**src/rtl/rwrol_pkg.sv**
```systemverilog
// Shared widths, defaults and command codes for the write record ring.
package rwrol_pkg;

  localparam int HANDLE_W        = 32;
  localparam int REC_LEN_W       = 16;
  localparam int OFFSET_W        = 20;
  localparam int SLOT_OUT_W      = 4;
  localparam int BYTE_W          = 16;

  localparam int RING_DEPTH_DEF  = 16;
  localparam int LENGTH_BITS_DEF = 16;

  typedef enum logic {
    CMD_ADD  = 1'b0,
    CMD_FIND = 1'b1
  } cmd_t;

endpackage

```
**src/rtl/rwrol_if.sv**
```systemverilog
// Request and response channel interfaces of the write record ring.
interface rwrol_in_if;
  logic                          valid;
  logic                          ready;
  rwrol_pkg::cmd_t               cmd;
  logic [rwrol_pkg::REC_LEN_W-1:0] record_length;
  logic [rwrol_pkg::HANDLE_W-1:0]  record_handle;
  logic [rwrol_pkg::OFFSET_W-1:0]  char_pos;

  modport source (output valid, cmd, record_length, record_handle, char_pos,
                  input ready);
  modport sink   (input valid, cmd, record_length, record_handle, char_pos,
                  output ready);
endinterface

interface rwrol_out_if;
  logic                             valid;
  logic                             ready;
  logic                             found;
  logic [rwrol_pkg::SLOT_OUT_W-1:0] found_slot;
  logic [rwrol_pkg::HANDLE_W-1:0]   found_handle;
  logic [rwrol_pkg::BYTE_W-1:0]     byte_in_record;
  logic                             evicted;
  logic [rwrol_pkg::HANDLE_W-1:0]   evicted_handle;

  modport source (output valid, found, found_slot, found_handle, byte_in_record,
                  evicted, evicted_handle,
                  input ready);
  modport sink   (input valid, found, found_slot, found_handle, byte_in_record,
                  evicted, evicted_handle,
                  output ready);
endinterface

```
**src/rtl/rwrol_ram.sv**
```systemverilog
// Simple dual port record memory: one write and one registered read per cycle.
module rwrol_ram #(
  parameter int DEPTH  = rwrol_pkg::RING_DEPTH_DEF,
  parameter int DATA_W = rwrol_pkg::LENGTH_BITS_DEF + rwrol_pkg::HANDLE_W
) (
  input  logic                     clk,
  input  logic                     wr_en,
  input  logic [$clog2(DEPTH)-1:0] wr_addr,
  input  logic [DATA_W-1:0]        wr_data,
  input  logic                     rd_en,
  input  logic [$clog2(DEPTH)-1:0] rd_addr,
  output logic [DATA_W-1:0]        rd_data
);

  logic [DATA_W-1:0] mem [DEPTH];

  always_ff @(posedge clk) begin
    if (wr_en) begin
      mem[wr_addr] <= wr_data;
    end
  end

  // read data holds until the next read
  always_ff @(posedge clk) begin
    if (rd_en) begin
      rd_data <= mem[rd_addr];
    end
  end

endmodule

```
**src/rtl/rwrol_ctrl.sv**
```systemverilog
// Sequencer: ring pointers, add with eviction, find walk and result register.
module rwrol_ctrl #(
  parameter int RING_DEPTH  = rwrol_pkg::RING_DEPTH_DEF,
  parameter int LENGTH_BITS = rwrol_pkg::LENGTH_BITS_DEF,
  localparam int SLOT_W     = $clog2(RING_DEPTH),
  localparam int DATA_W     = LENGTH_BITS + rwrol_pkg::HANDLE_W
) (
  input  logic              clk,
  input  logic              rst,
  rwrol_in_if.sink          req,
  rwrol_out_if.source       rsp,
  output logic              mem_wr_en,
  output logic [SLOT_W-1:0] mem_wr_addr,
  output logic [DATA_W-1:0] mem_wr_data,
  output logic              mem_rd_en,
  output logic [SLOT_W-1:0] mem_rd_addr,
  input  logic [DATA_W-1:0] mem_rd_data
);

  localparam int CNT_W = $clog2(RING_DEPTH + 1);
  localparam int OFF_W = rwrol_pkg::OFFSET_W;
  localparam int HND_W = rwrol_pkg::HANDLE_W;
  localparam int CMP_W = ((LENGTH_BITS > OFF_W) ? LENGTH_BITS : OFF_W) + 1;

  typedef enum logic [1:0] {
    S_IDLE,
    S_ADD,
    S_WALK,
    S_RESULT
  } state_t;

  state_t            state;
  logic [SLOT_W-1:0] write_slot;
  logic [SLOT_W-1:0] read_slot;
  logic              ring_full;

  logic [SLOT_W-1:0] rd_idx;
  logic [SLOT_W-1:0] cur_slot;
  logic [CNT_W-1:0]  remain;
  logic [OFF_W-1:0]  sum;
  logic [OFF_W-1:0]  target;
  logic [LENGTH_BITS-1:0] add_len;
  logic [HND_W-1:0]  add_handle;

  logic                              res_found;
  logic [rwrol_pkg::SLOT_OUT_W-1:0]  res_slot;
  logic [HND_W-1:0]                  res_handle;
  logic [rwrol_pkg::BYTE_W-1:0]      res_byte;
  logic                              res_ev;
  logic [HND_W-1:0]                  res_ev_handle;

  logic                              out_valid;
  logic                              out_found;
  logic [rwrol_pkg::SLOT_OUT_W-1:0]  out_slot;
  logic [HND_W-1:0]                  out_handle;
  logic [rwrol_pkg::BYTE_W-1:0]      out_byte;
  logic                              out_ev;
  logic [HND_W-1:0]                  out_ev_handle;

  logic                   accept;
  logic [CNT_W-1:0]       vcount;
  logic [LENGTH_BITS-1:0] rd_len;
  logic [HND_W-1:0]       rd_handle;
  logic [CMP_W-1:0]       sum_plus;
  logic                   match;
  logic [SLOT_W-1:0]      ws_next;
  logic                   out_free;

  function automatic logic [SLOT_W-1:0] next_slot(input logic [SLOT_W-1:0] s);
    next_slot = (s == SLOT_W'(RING_DEPTH - 1)) ? '0 : s + 1'b1;
  endfunction

  assign accept    = req.valid && req.ready;
  assign req.ready = (state == S_IDLE);
  assign out_free  = !out_valid || rsp.ready;

  always_comb begin
    if (ring_full) begin
      vcount = CNT_W'(RING_DEPTH);
    end else if (write_slot >= read_slot) begin
      vcount = CNT_W'(write_slot) - CNT_W'(read_slot);
    end else begin
      vcount = CNT_W'(RING_DEPTH) + CNT_W'(write_slot) - CNT_W'(read_slot);
    end
  end

  assign rd_len    = mem_rd_data[DATA_W-1 -: LENGTH_BITS];
  assign rd_handle = mem_rd_data[HND_W-1:0];
  assign sum_plus  = CMP_W'(sum) + CMP_W'(rd_len);
  assign match     = (sum_plus > CMP_W'(target));
  assign ws_next   = next_slot(write_slot);

  // memory port control
  always_comb begin
    mem_rd_en   = 1'b0;
    mem_rd_addr = rd_idx;
    case (state)
      S_IDLE: begin
        mem_rd_addr = (req.cmd == rwrol_pkg::CMD_FIND) ? read_slot : write_slot;
        mem_rd_en   = req.valid &&
                      ((req.cmd == rwrol_pkg::CMD_ADD) || (vcount != '0));
      end
      S_WALK: begin
        mem_rd_en = (remain != '0) && !match;
      end
      default: begin
        mem_rd_en = 1'b0;
      end
    endcase
  end

  assign mem_wr_en   = (state == S_ADD);
  assign mem_wr_addr = write_slot;
  assign mem_wr_data = {add_len, add_handle};

  always_ff @(posedge clk) begin
    if (rst) begin
      state      <= S_IDLE;
      write_slot <= '0;
      read_slot  <= '0;
      ring_full  <= 1'b0;
      out_valid  <= 1'b0;
    end else begin
      if ((state == S_RESULT) && out_free) begin
        out_valid <= 1'b1;
      end else if (rsp.ready) begin
        out_valid <= 1'b0;
      end
      case (state)
        S_IDLE: begin
          if (accept) begin
            res_found     <= 1'b0;
            res_slot      <= '0;
            res_handle    <= '0;
            res_byte      <= '0;
            res_ev        <= 1'b0;
            res_ev_handle <= '0;
            add_len       <= LENGTH_BITS'(req.record_length);
            add_handle    <= req.record_handle;
            target        <= req.char_pos;
            sum           <= '0;
            cur_slot      <= read_slot;
            rd_idx        <= next_slot(read_slot);
            remain        <= vcount - 1'b1;
            if (req.cmd == rwrol_pkg::CMD_ADD) begin
              state <= S_ADD;
            end else if (vcount == '0) begin
              state <= S_RESULT;
            end else begin
              state <= S_WALK;
            end
          end
        end
        S_ADD: begin
          // read data is the handle at the write slot
          res_ev        <= ring_full;
          res_ev_handle <= ring_full ? rd_handle : '0;
          if (ring_full) begin
            read_slot <= next_slot(read_slot);
          end
          write_slot <= ws_next;
          ring_full  <= ring_full || (ws_next == read_slot);
          state      <= S_RESULT;
        end
        S_WALK: begin
          if (match) begin
            res_found  <= 1'b1;
            res_slot   <= rwrol_pkg::SLOT_OUT_W'(cur_slot);
            res_handle <= rd_handle;
            res_byte   <= rwrol_pkg::BYTE_W'(target - sum);
            state      <= S_RESULT;
          end else begin
            // no match: sum + len stays at or below target
            sum <= OFF_W'(sum_plus);
            if (remain == '0) begin
              state <= S_RESULT;
            end else begin
              cur_slot <= rd_idx;
              rd_idx   <= next_slot(rd_idx);
              remain   <= remain - 1'b1;
            end
          end
        end
        S_RESULT: begin
          if (out_free) begin
            state <= S_IDLE;
          end
        end
        default: begin
          state <= S_IDLE;
        end
      endcase
    end
  end

  always_ff @(posedge clk) begin
    if ((state == S_RESULT) && out_free) begin
      out_found     <= res_found;
      out_slot      <= res_slot;
      out_handle    <= res_handle;
      out_byte      <= res_byte;
      out_ev        <= res_ev;
      out_ev_handle <= res_ev_handle;
    end
  end

  assign rsp.valid          = out_valid;
  assign rsp.found          = out_found;
  assign rsp.found_slot     = out_slot;
  assign rsp.found_handle   = out_handle;
  assign rsp.byte_in_record = out_byte;
  assign rsp.evicted        = out_ev;
  assign rsp.evicted_handle = out_ev_handle;

endmodule

```
**src/rtl/write_record_ring_with_offset_lookup_top.sv**
```systemverilog
// Ring of write records with overwrite of the oldest record and offset lookup.
// Each request word either adds a record (length, handle) or finds the record
// holding a character offset across all stored records, oldest first; every
// request gives exactly one response word. Requests are taken one at a time.
// An add passes through accept, read of the slot to be overwritten plus
// write, and hand-off to the output register. A find passes through accept,
// a walk over the records up to and including the match (all stored records
// on a miss, up to RING_DEPTH), and hand-off; the walk reads the record
// memory, which has one read port, one record per cycle. The response
// register lets the next request be taken while a response still waits;
// that next request then holds in its hand-off cycle until the waiting word
// is taken.
// No clearing pass runs after reset; only records written since reach a
// response.
module write_record_ring_with_offset_lookup_top #(
  parameter int RING_DEPTH  = rwrol_pkg::RING_DEPTH_DEF,
  parameter int LENGTH_BITS = rwrol_pkg::LENGTH_BITS_DEF
) (
  input logic         clk,
  input logic         rst,
  rwrol_in_if.sink    req,
  rwrol_out_if.source rsp
);

  localparam int SLOT_W = $clog2(RING_DEPTH);
  localparam int DATA_W = LENGTH_BITS + rwrol_pkg::HANDLE_W;

  logic              mem_wr_en;
  logic [SLOT_W-1:0] mem_wr_addr;
  logic [DATA_W-1:0] mem_wr_data;
  logic              mem_rd_en;
  logic [SLOT_W-1:0] mem_rd_addr;
  logic [DATA_W-1:0] mem_rd_data;

  rwrol_ctrl #(
    .RING_DEPTH  (RING_DEPTH),
    .LENGTH_BITS (LENGTH_BITS)
  ) u_ctrl (
    .clk         (clk),
    .rst         (rst),
    .req         (req),
    .rsp         (rsp),
    .mem_wr_en   (mem_wr_en),
    .mem_wr_addr (mem_wr_addr),
    .mem_wr_data (mem_wr_data),
    .mem_rd_en   (mem_rd_en),
    .mem_rd_addr (mem_rd_addr),
    .mem_rd_data (mem_rd_data)
  );

  rwrol_ram #(
    .DEPTH  (RING_DEPTH),
    .DATA_W (DATA_W)
  ) u_ram (
    .clk     (clk),
    .wr_en   (mem_wr_en),
    .wr_addr (mem_wr_addr),
    .wr_data (mem_wr_data),
    .rd_en   (mem_rd_en),
    .rd_addr (mem_rd_addr),
    .rd_data (mem_rd_data)
  );

endmodule

```
**src/flat_wrapper.sv**
```systemverilog
// flat-port wrapper written by rule: the top's interface ports become plain ports
module write_record_ring_with_offset_lookup_top_flat 
#(
  parameter int RING_DEPTH  = rwrol_pkg::RING_DEPTH_DEF,
  parameter int LENGTH_BITS = rwrol_pkg::LENGTH_BITS_DEF
)
  (clk, rst, req_valid, req_cmd, req_record_length, req_record_handle, req_char_pos, req_ready, rsp_valid, rsp_found, rsp_found_slot, rsp_found_handle, rsp_byte_in_record, rsp_evicted, rsp_evicted_handle, rsp_ready);
  rwrol_in_if req_i ();
  rwrol_out_if rsp_i ();
  input logic clk;
  input logic rst;
  input wire logic [$bits(req_i.valid)-1:0] req_valid;
  input wire logic [$bits(req_i.cmd)-1:0] req_cmd;
  input wire logic [$bits(req_i.record_length)-1:0] req_record_length;
  input wire logic [$bits(req_i.record_handle)-1:0] req_record_handle;
  input wire logic [$bits(req_i.char_pos)-1:0] req_char_pos;
  output wire logic [$bits(req_i.ready)-1:0] req_ready;
  output wire logic [$bits(rsp_i.valid)-1:0] rsp_valid;
  output wire logic [$bits(rsp_i.found)-1:0] rsp_found;
  output wire logic [$bits(rsp_i.found_slot)-1:0] rsp_found_slot;
  output wire logic [$bits(rsp_i.found_handle)-1:0] rsp_found_handle;
  output wire logic [$bits(rsp_i.byte_in_record)-1:0] rsp_byte_in_record;
  output wire logic [$bits(rsp_i.evicted)-1:0] rsp_evicted;
  output wire logic [$bits(rsp_i.evicted_handle)-1:0] rsp_evicted_handle;
  input wire logic [$bits(rsp_i.ready)-1:0] rsp_ready;
  assign req_i.valid = req_valid;
  assign req_i.cmd = req_cmd;
  assign req_i.record_length = req_record_length;
  assign req_i.record_handle = req_record_handle;
  assign req_i.char_pos = req_char_pos;
  assign req_ready = req_i.ready;
  assign rsp_valid = rsp_i.valid;
  assign rsp_found = rsp_i.found;
  assign rsp_found_slot = rsp_i.found_slot;
  assign rsp_found_handle = rsp_i.found_handle;
  assign rsp_byte_in_record = rsp_i.byte_in_record;
  assign rsp_evicted = rsp_i.evicted;
  assign rsp_evicted_handle = rsp_i.evicted_handle;
  assign rsp_i.ready = rsp_ready;
  write_record_ring_with_offset_lookup_top #(.RING_DEPTH(RING_DEPTH), .LENGTH_BITS(LENGTH_BITS)) u_core (.clk(clk), .rst(rst), .req(req_i), .rsp(rsp_i));
endmodule
```
**config.mk**
```make
export PLATFORM = sky130hd
export DESIGN_NAME = write_record_ring_with_offset_lookup_top_flat
export DESIGN_NICKNAME = d
export VERILOG_FILES = /design/src/rtl/rwrol_pkg.sv /design/src/rtl/rwrol_if.sv /design/src/rtl/rwrol_ram.sv /design/src/rtl/rwrol_ctrl.sv /design/src/rtl/write_record_ring_with_offset_lookup_top.sv /design/src/flat_wrapper.sv
export SDC_FILE = /design/constraint.sdc
export NUM_CORES = 1
export LEC_CHECK = 0
export ABC_AREA = 1
export BUFFER_PORTS_ARGS = -buffer_cell sky130_fd_sc_hd__buf_2
export CORE_MARGIN = 2
export CORE_UTILIZATION = 35
export CTS_CLUSTER_SIZE = 25
export DETAILED_ROUTE_END_ITERATION = 16
export GPL_ROUTABILITY_DRIVEN = 1
export HOLD_SLACK_MARGIN = 0.02
export PLACE_DENSITY_LB_ADDON = 0.1
export SYNTH_ARGS = -nofsm -noshare
export SYNTH_HDL_FRONTEND = slang
export SYNTH_SLANG_ARGS = --single-unit
```
**constraint.sdc**
```tcl
create_clock -name clk -period 6.75 [get_ports clk]
set_input_delay 0.3375 -clock clk [delete_from_list [all_inputs] [get_ports clk]]
set_output_delay 0.3375 -clock clk [all_outputs]
set_load 0.1 [all_outputs]
```
### Word-level counts from Yosys, hierarchy flattened

Memories as Yosys holds them, arrays and structs flattened. A register that Yosys moved wholly into a read port is not among the register bits.
Index checks and enable logic that the tools add are counted.

* memories: 1
* register bits after elaboration: 285
* bits in writable memories: 768
* word-level logic and storage cells: 125
* input port bits: 73
* output and inout port bits: 88

Memory list
* u_core.u_ram.mem: words 16, width 48, rd ports 1, clocked after Yosys merged registers in 1, wr ports 1, RTL line rwrol_ram.sv:15 `logic [DATA_W-1:0] mem [DEPTH];`

* equality and inequality tests: 13
* multiplexer cells: 49
* bitwise operators: 2
* $add $sub $neg: 10
* order comparisons: 2
* reduce and logical (&&, ||, !) cells: 24

Operators with widths (number)
* 32-bit one-hot mux with 2 select lines: 2
* 32-bit 2-to-1 mux: 3
* 4-bit 2-to-1 mux: 13
* 20-bit 2-to-1 mux: 2
* 20-bit one-hot mux with 2 select lines: 1
* 16-bit 2-to-1 mux: 2
* 16-bit one-hot mux with 2 select lines: 1
* 5-bit 2-to-1 mux: 5
* 4-bit one-hot mux with 2 select lines: 3
* 20-bit by 16-bit adder with 21-bit output: 1
* 21-bit by 20-bit greater-than comparator with 1-bit output: 1
* 16-bit subtractor: 1
* 4-bit by 1-bit adder with 4-bit output (second input constant): 3
* 4-bit == test (second input constant): 3
* 5-bit logical NOT: 2
* 2-bit 2-to-1 mux: 5
* 5-bit one-hot mux with 2 select lines: 1
* 5-bit nonzero test: 2
* 5-bit by 1-bit subtractor with 5-bit output (second input constant): 2
* 3-bit AND reduction: 3
* 2-bit != test (second input constant): 4
* 2-bit one-hot mux with 4 select lines: 1
* 4-bit AND reduction: 2
* 1-bit 2-to-1 mux: 7
* 18 further kinds: 30

### Logic depth before layout (Yosys ltp)

* word-level depth: 9
* mapped depth: 27
* depth with buffers taken out: 27

### Hierarchy

Synthesis repeated with hierarchy kept, for this count alone.

* cell total of the unflattened synthesis: 4181
* area, all modules: 46819.9 um2

Modules (own cells, without submodules)
* rwrol_ram: instances 1, cells each 3165, area an instance 34469.3 um2
* rwrol_ctrl: instances 1, cells each 1016, area an instance 12350.6 um2

### Worst setup path after synthesis

No wires, ideal clock.

* path type: reg-to-reg
* start: register u_core.u_ctrl.sum[0]
* end: register u_core.u_ctrl.res_byte[0] (netlist name) (enable)
* path buffers: 0
* setup slack: -0.284 ns
* required time: 6.205 ns
* arrival time: 6.490 ns
* stages on the path, launching flop included: 23
* cell sequence: edfxtp_1 ha_1 fa_1 nand3_1 nand2_1 nand4_1 nand2_1 a31oi_1 xnor2_1 ha_1 nand2_1 nor2_1 and2_1 nand2_1 nand2_1 nand2_1 nand2_1 nand2_1 nand2_1 nand2_1 nand2_1 nand2_1 a21boi_0

* cells in the longest elaborated chain, start to end: 4

Ends and longest elaborated chain
* start: declaration: RTL line rwrol_ctrl.sv:40 `logic [OFF_W-1:0] sum;`
* start signal: assignment: RTL line rwrol_ctrl.sv:174 `sum <= OFF_W'(sum_plus);`
* 20-bit by 16-bit adder with 21-bit output: RTL line rwrol_ctrl.sv:89 `assign sum_plus = CMP_W'(sum) + CMP_W'(rd_len);`
* via u_core.u_ctrl.sum_plus[10]: RTL line rwrol_ctrl.sv:64 `logic [CMP_W-1:0] sum_plus;`
* 21-bit by 20-bit greater-than comparator with 1-bit output: RTL line rwrol_ctrl.sv:90 `assign match = (sum_plus > CMP_W'(target));`
* 2-bit != test (no line)
* 4-bit AND reduction (no line)
* end signal: assignment: RTL line rwrol_ctrl.sv:170 `res_byte <= rwrol_pkg::BYTE_W'(target - sum);`
* end: declaration: RTL line rwrol_ctrl.sv:48 `logic [rwrol_pkg::BYTE_W-1:0] res_byte;`

The timed path passes the listed nets, and every way through them passes these cells.
A chain may end at the register's enable or synchronous reset.

### Worst setup path in the final report

* start: register u_core.u_ctrl.sum[0]
* end: register u_core.u_ram.rd_data[10] (read register of u_core.u_ram.mem) (enable)

* cells in the longest elaborated chain, start to end: 5

Ends and longest elaborated chain
* 20-bit by 16-bit adder with 21-bit output: RTL line rwrol_ctrl.sv:89
* via u_core.u_ctrl.sum_plus[14]: RTL line rwrol_ctrl.sv:64
* 21-bit by 20-bit greater-than comparator with 1-bit output: RTL line rwrol_ctrl.sv:90
* 1-bit logical NOT: RTL line rwrol_ctrl.sv:104 `mem_rd_en = (remain != '0) && !match;`
* 1-bit logical AND: RTL line rwrol_ctrl.sv:104
* 1-bit one-hot mux with 2 select lines: RTL line rwrol_ctrl.sv:97 `case (state)`
* via u_core.mem_rd_en: RTL line write_record_ring_with_offset_lookup_top.sv:31 `logic mem_rd_en;`
* end: declaration: RTL line rwrol_ram.sv:12 `output logic [DATA_W-1:0] rd_data`

The timed path passes the listed nets, and every way through them passes these cells.

==> results.txt <==
The run finished with clean final reports. After detailed routing, no signal wire sits above met4. The combinational share of power is 37.8%. The proportion of synthesized chip area in sequential cells is 73.6%. Entering global routing, the biggest net connects 239 pins. The critical path in this run is classified as register to register. The vias per cell came out at 4.78. TritonCTS built the clock tree. The number of flops mapped to enable cells by yosys came out at 1089.

The sum of met3 wire segment lengths after detailed routing is 5.04 mm. The number of buffers between clock root and the deepest sink is 3. The setup TNS after final layout is 0 ns. The CTS root buffer is sky130_fd_sc_hd__clkbuf_16.

In this run the worst hold path is classified as primary input to register. The post-route clock skew came out at 0.0337 ns. STA classifies the critical path endpoint as a register. The site row count came out at 131. The source-to-sink clock delay at the later pin of the worst-skew pair is 0.71 ns.

The share of synthesized flip-flops with an asynchronous set or reset is 0%. Measured along the x axis, the die boundary spans 362 µm. The cell leakage power came out at 0.0194 µW. The power density normalized to cell area came out at 473 nW/µm². The number of buffers added by the clock tree synthesis step is 119. The count of boundary I/O pins came out at 161. The number of design-rule violations left by the first detailed-router iteration is 1869.

After synthesis, the mean cell area works out to 13.1 µm². STA classifies the critical path startpoint as a register. Sorting the synthesized cells by how often they occur yields 1089 x sky130_fd_sc_hd__edfxtp_1, 533 x sky130_fd_sc_hd__inv_1, 367 x sky130_fd_sc_hd__nand2_1, 263 x sky130_fd_sc_hd__a21oi_1, 263 x sky130_fd_sc_hd__o21ai_0. The post-detailed-routing wire length is 112 mm. The analysis attributes to net switching a power of 9770 µW. After clock tree synthesis, the clock-pin slew on the worst setup and hold paths is 0.06 ns.

The overflow left after global routing came out at 0. The synthesized design spends more area on one cell type than any other, namely sky130_fd_sc_hd__edfxtp_1. The HPWL after detailed placement came out at 59.3 mm. The count of final hold-check violations was 0.

Fill cells in the final layout number 12000. The number of clock sinks is 1101. The worst IR drop on VDD is 0.590 mV. The overall power of the completed layout is 24500 µW. The internal cell power came out at 14700 µW.

The area of the core is 127000 µm². The first global-routing pass estimated 166 mm of wire. Among all flip-flop cells after synthesis, the most frequent one is sky130_fd_sc_hd__edfxtp_1.

Subtracting the final worst setup slack from the clock period gives 4.80 ns. In this design, the stage delay of the slowest critical-path cell is 0.48 ns. The signal on the critical path passes through ha_1 -> fa_1 -> nand3_1 -> nand2_1 -> nand4_1 -> nand2_1 -> a31oi_1 -> o21bai_1 -> xor2_1 -> ha_1 -> a21oi_1 -> nor2_1 -> a211oi_1 -> nand2_1 -> nand2_1 -> nand2_1 -> nand2_1 -> nand2_1 -> nand2_1 -> nand3_1 -> o21ai_4 -> buf_4.

The largest driver fanout on the critical path is 32. The number of iterations in the first detailed-routing pass is 8. STA puts the critical path data required time at 7.11 ns. For this block, wires on met1 add up to 55.1 mm. The initial antenna violation count was 6. The synthesis-to-finish area growth came out at 15.6%. The total area of multi-input combinational cells is 9170 µm². Setup repair after global routing left no endpoint under its margin. In this run the remaining antenna-violating nets after routing total 0.

At the pin with the least slew margin, the transition time is 1.17 ns. The wire length on met2 is 49.4 mm. The full die area is 131000 µm². Counting every instance in the synthesized netlist gives 3424.

The detailed router placed 25900 vias in this run. In the final design database the tool counted 3790 nets. The combined global-route utilization of all metal layers is 17.0%. The vertical extent of the die came out at 362 µm.

On the critical path, the stage with the largest delay is an instance of sky130_fd_sc_hd__buf_4. The flop and latch count out of synthesis came out at 1101. The number of max-capacitance violations reported came out at 0. The area occupied by registers is 32900 µm².

sky130_fd_sc_hd__edfxtp_1 is the most common cell in the netlist. The routability congestion estimate from global placement is 0.781. The switching share of total power is 39.9%. The final number of setup-violating endpoints came out at 0. The number of remaining DRC errors came out at 0.

Counting every net in the synthesized netlist gives 3566. The worst-case headroom to the max-slew limit came out at 21.8%. The reg-to-reg setup timing slack came out at 1.95 ns. The effective utilization at floorplan came out at 35.2%. Counting distinct cell types in the post-synthesis netlist gives 43. Of the post-synthesis cell area, the dominant cell type holds 73.1%. The via count of the first global-routing pass is 24700. The final critical path takes up 71.2% of the cycle. During placement, the flow inserted port buffers numbering 160. The most numerous cell type found on the critical path is sky130_fd_sc_hd__nand2_1. The number of warning messages in the yosys log is 0.

For this run, the top clock speed supported by timing is 0.208 GHz. Data on the critical path arrives at its endpoint at 5.16 ns. The post-detailed-route wirelength per cell came out at 20.6 µm.

The sequential group share of total power came out at 37.2%. The count of pins over their slew limit is 0. The cell area that synthesis handed to floorplanning was 44800 µm². After synthesis, the cell types taking the most area are sky130_fd_sc_hd__edfxtp_1 73%, sky130_fd_sc_hd__inv_1 4.5%, sky130_fd_sc_hd__o211ai_1 3.3%. The power share of the clock group is 24.9%.

The share of layout cells above drive strength 1 came out at 10.4%. The level count of the clock H-tree is 3.
==> repair_timing <==
action                    in CTS  in global routing
hold endpoints to repair      71                  0
hold buffers                  70                  0
resized for setup              0                  0
buffers inserted               0                  0
==> worst paths after layout <==
check                                     from                            endpoint  cells past startpoint
setup / recovery          u_core.u_ctrl.sum[0]            u_core.u_ram.rd_data[10]                     22
hold / removal                         req_cmd              u_core.u_ctrl.state[1]                      7
setup reg to reg          u_core.u_ctrl.sum[0]            u_core.u_ram.rd_data[10]                     22
hold reg to reg   u_core.u_ctrl.res_handle[20]  u_core.u_ctrl.rsp.found_handle[20]                      0
==> per-stage QoR <==
step | hold slack [ns] | setup WS (ns) | instances | utilization, % | area [µm²]
after detailed placement | 0.405 | 1.94 | 5119 | 37.3 | 47400
after CTS | 0.173 | 1.93 | 5409 | 40.7 | 51700
after floorplan | 0.400 | 1.16 | 3424 | - | 44800
after global placement | 0.401 | 1.93 | 5119 | 37.3 | 47400
final | 0.235 | 1.95 | 5412 | 40.7 | 51700
after global routing | 0.281 | 1.51 | 5409 | 40.7 | 51700
==> power groups by stage <==
stage               logic [µW]  clock network, µW  registers (µW)
CTS                       9390               6300            9120
finish                    9260               6100            9110
floorplan                 6040                  0            9610
global route             10300               6560            9200
global placement          9330                  0            9250
detailed placement        9330                  0            9260
==> final cells by class <==
cell class,count,area share (%)
clock buffer,153,6.09
sequential,1101,63.7
antenna,3,0.0145
timing repair buffer,272,3.66
multi-input combinational,1619,17.7
clock inverter,67,0.924
tap,1662,4.02
inverter,535,3.89
==> registers in the layout, indices dropped and copies added, names as in the netlist, 5 cells and up <==
name and count:
u_core.u_ctrl.target 20, u_core.u_ram.mem 768, u_core.u_ctrl.sum 20, u_core.u_ctrl.rsp.byte_in_record 16, u_core.u_ctrl.res_handle 32, u_core.u_ctrl.rsp.evicted_handle 32
u_core.u_ctrl.add_handle 32, u_core.u_ctrl.res_ev_handle 32, u_core.u_ctrl.remain 5, u_core.u_ctrl.res_byte 16, u_core.u_ram.rd_data 48, u_core.u_ctrl.rsp.found_handle 32
u_core.u_ctrl.add_len 16
==> layer usage <==
metal	track usage, %	vias to the layer above
met5	0	-
met4	4.28	0
li1	-	12700
met2	25.8	542
met3	2.34	138
met1	25.6	12500
==> worst max-delay path, delay by kind of cell, from the launching register on <==
kind	cells	cell delay, ns
compound gates	5	1.07
buf+inv	1	0.48
xor+xnor	1	0.26
simple gates	12	1.21
flops	1	0.42
fa+ha+maj	3	0.96
==> cells in the final DEF, fill, tap and decap left out, drive strengths merged, types with 4 or more instances in the layout <==
| cell type | instances |
|---|---|
| dlygate4sd3 | 70 |
| o21ai | 288 |
| a31oi | 4 |
| edfxtp | 1089 |
| dfxtp | 12 |
| bufinv | 5 |
| nor2 | 98 |
| buf | 202 |
| xnor2 | 6 |
| clkinv | 57 |
| nor3 | 8 |
| o211ai | 197 |
| nand2 | 367 |
| a211oi | 4 |
| clkbuf | 153 |
| nand3 | 226 |
| a21oi | 263 |
| ha | 66 |
| xor2 | 17 |
| inv | 538 |
| mux2i | 42 |
| nand4 | 5 |
==> kinds of logic after synthesis <==
| logic type | synth area share, % |
|---|---|
| adders and majority gates | 1.98 |
| muxes | 0.964 |
| and+or+nand+nor | 6.68 |
| xor gates and xnor gates | 0.450 |
| buffers and inverters | 6.40 |
| AOI/OAI and AO/OA | 9.93 |
| DFF | 73.6 |
No activity file was read; power rests on OpenSTA's default activity.
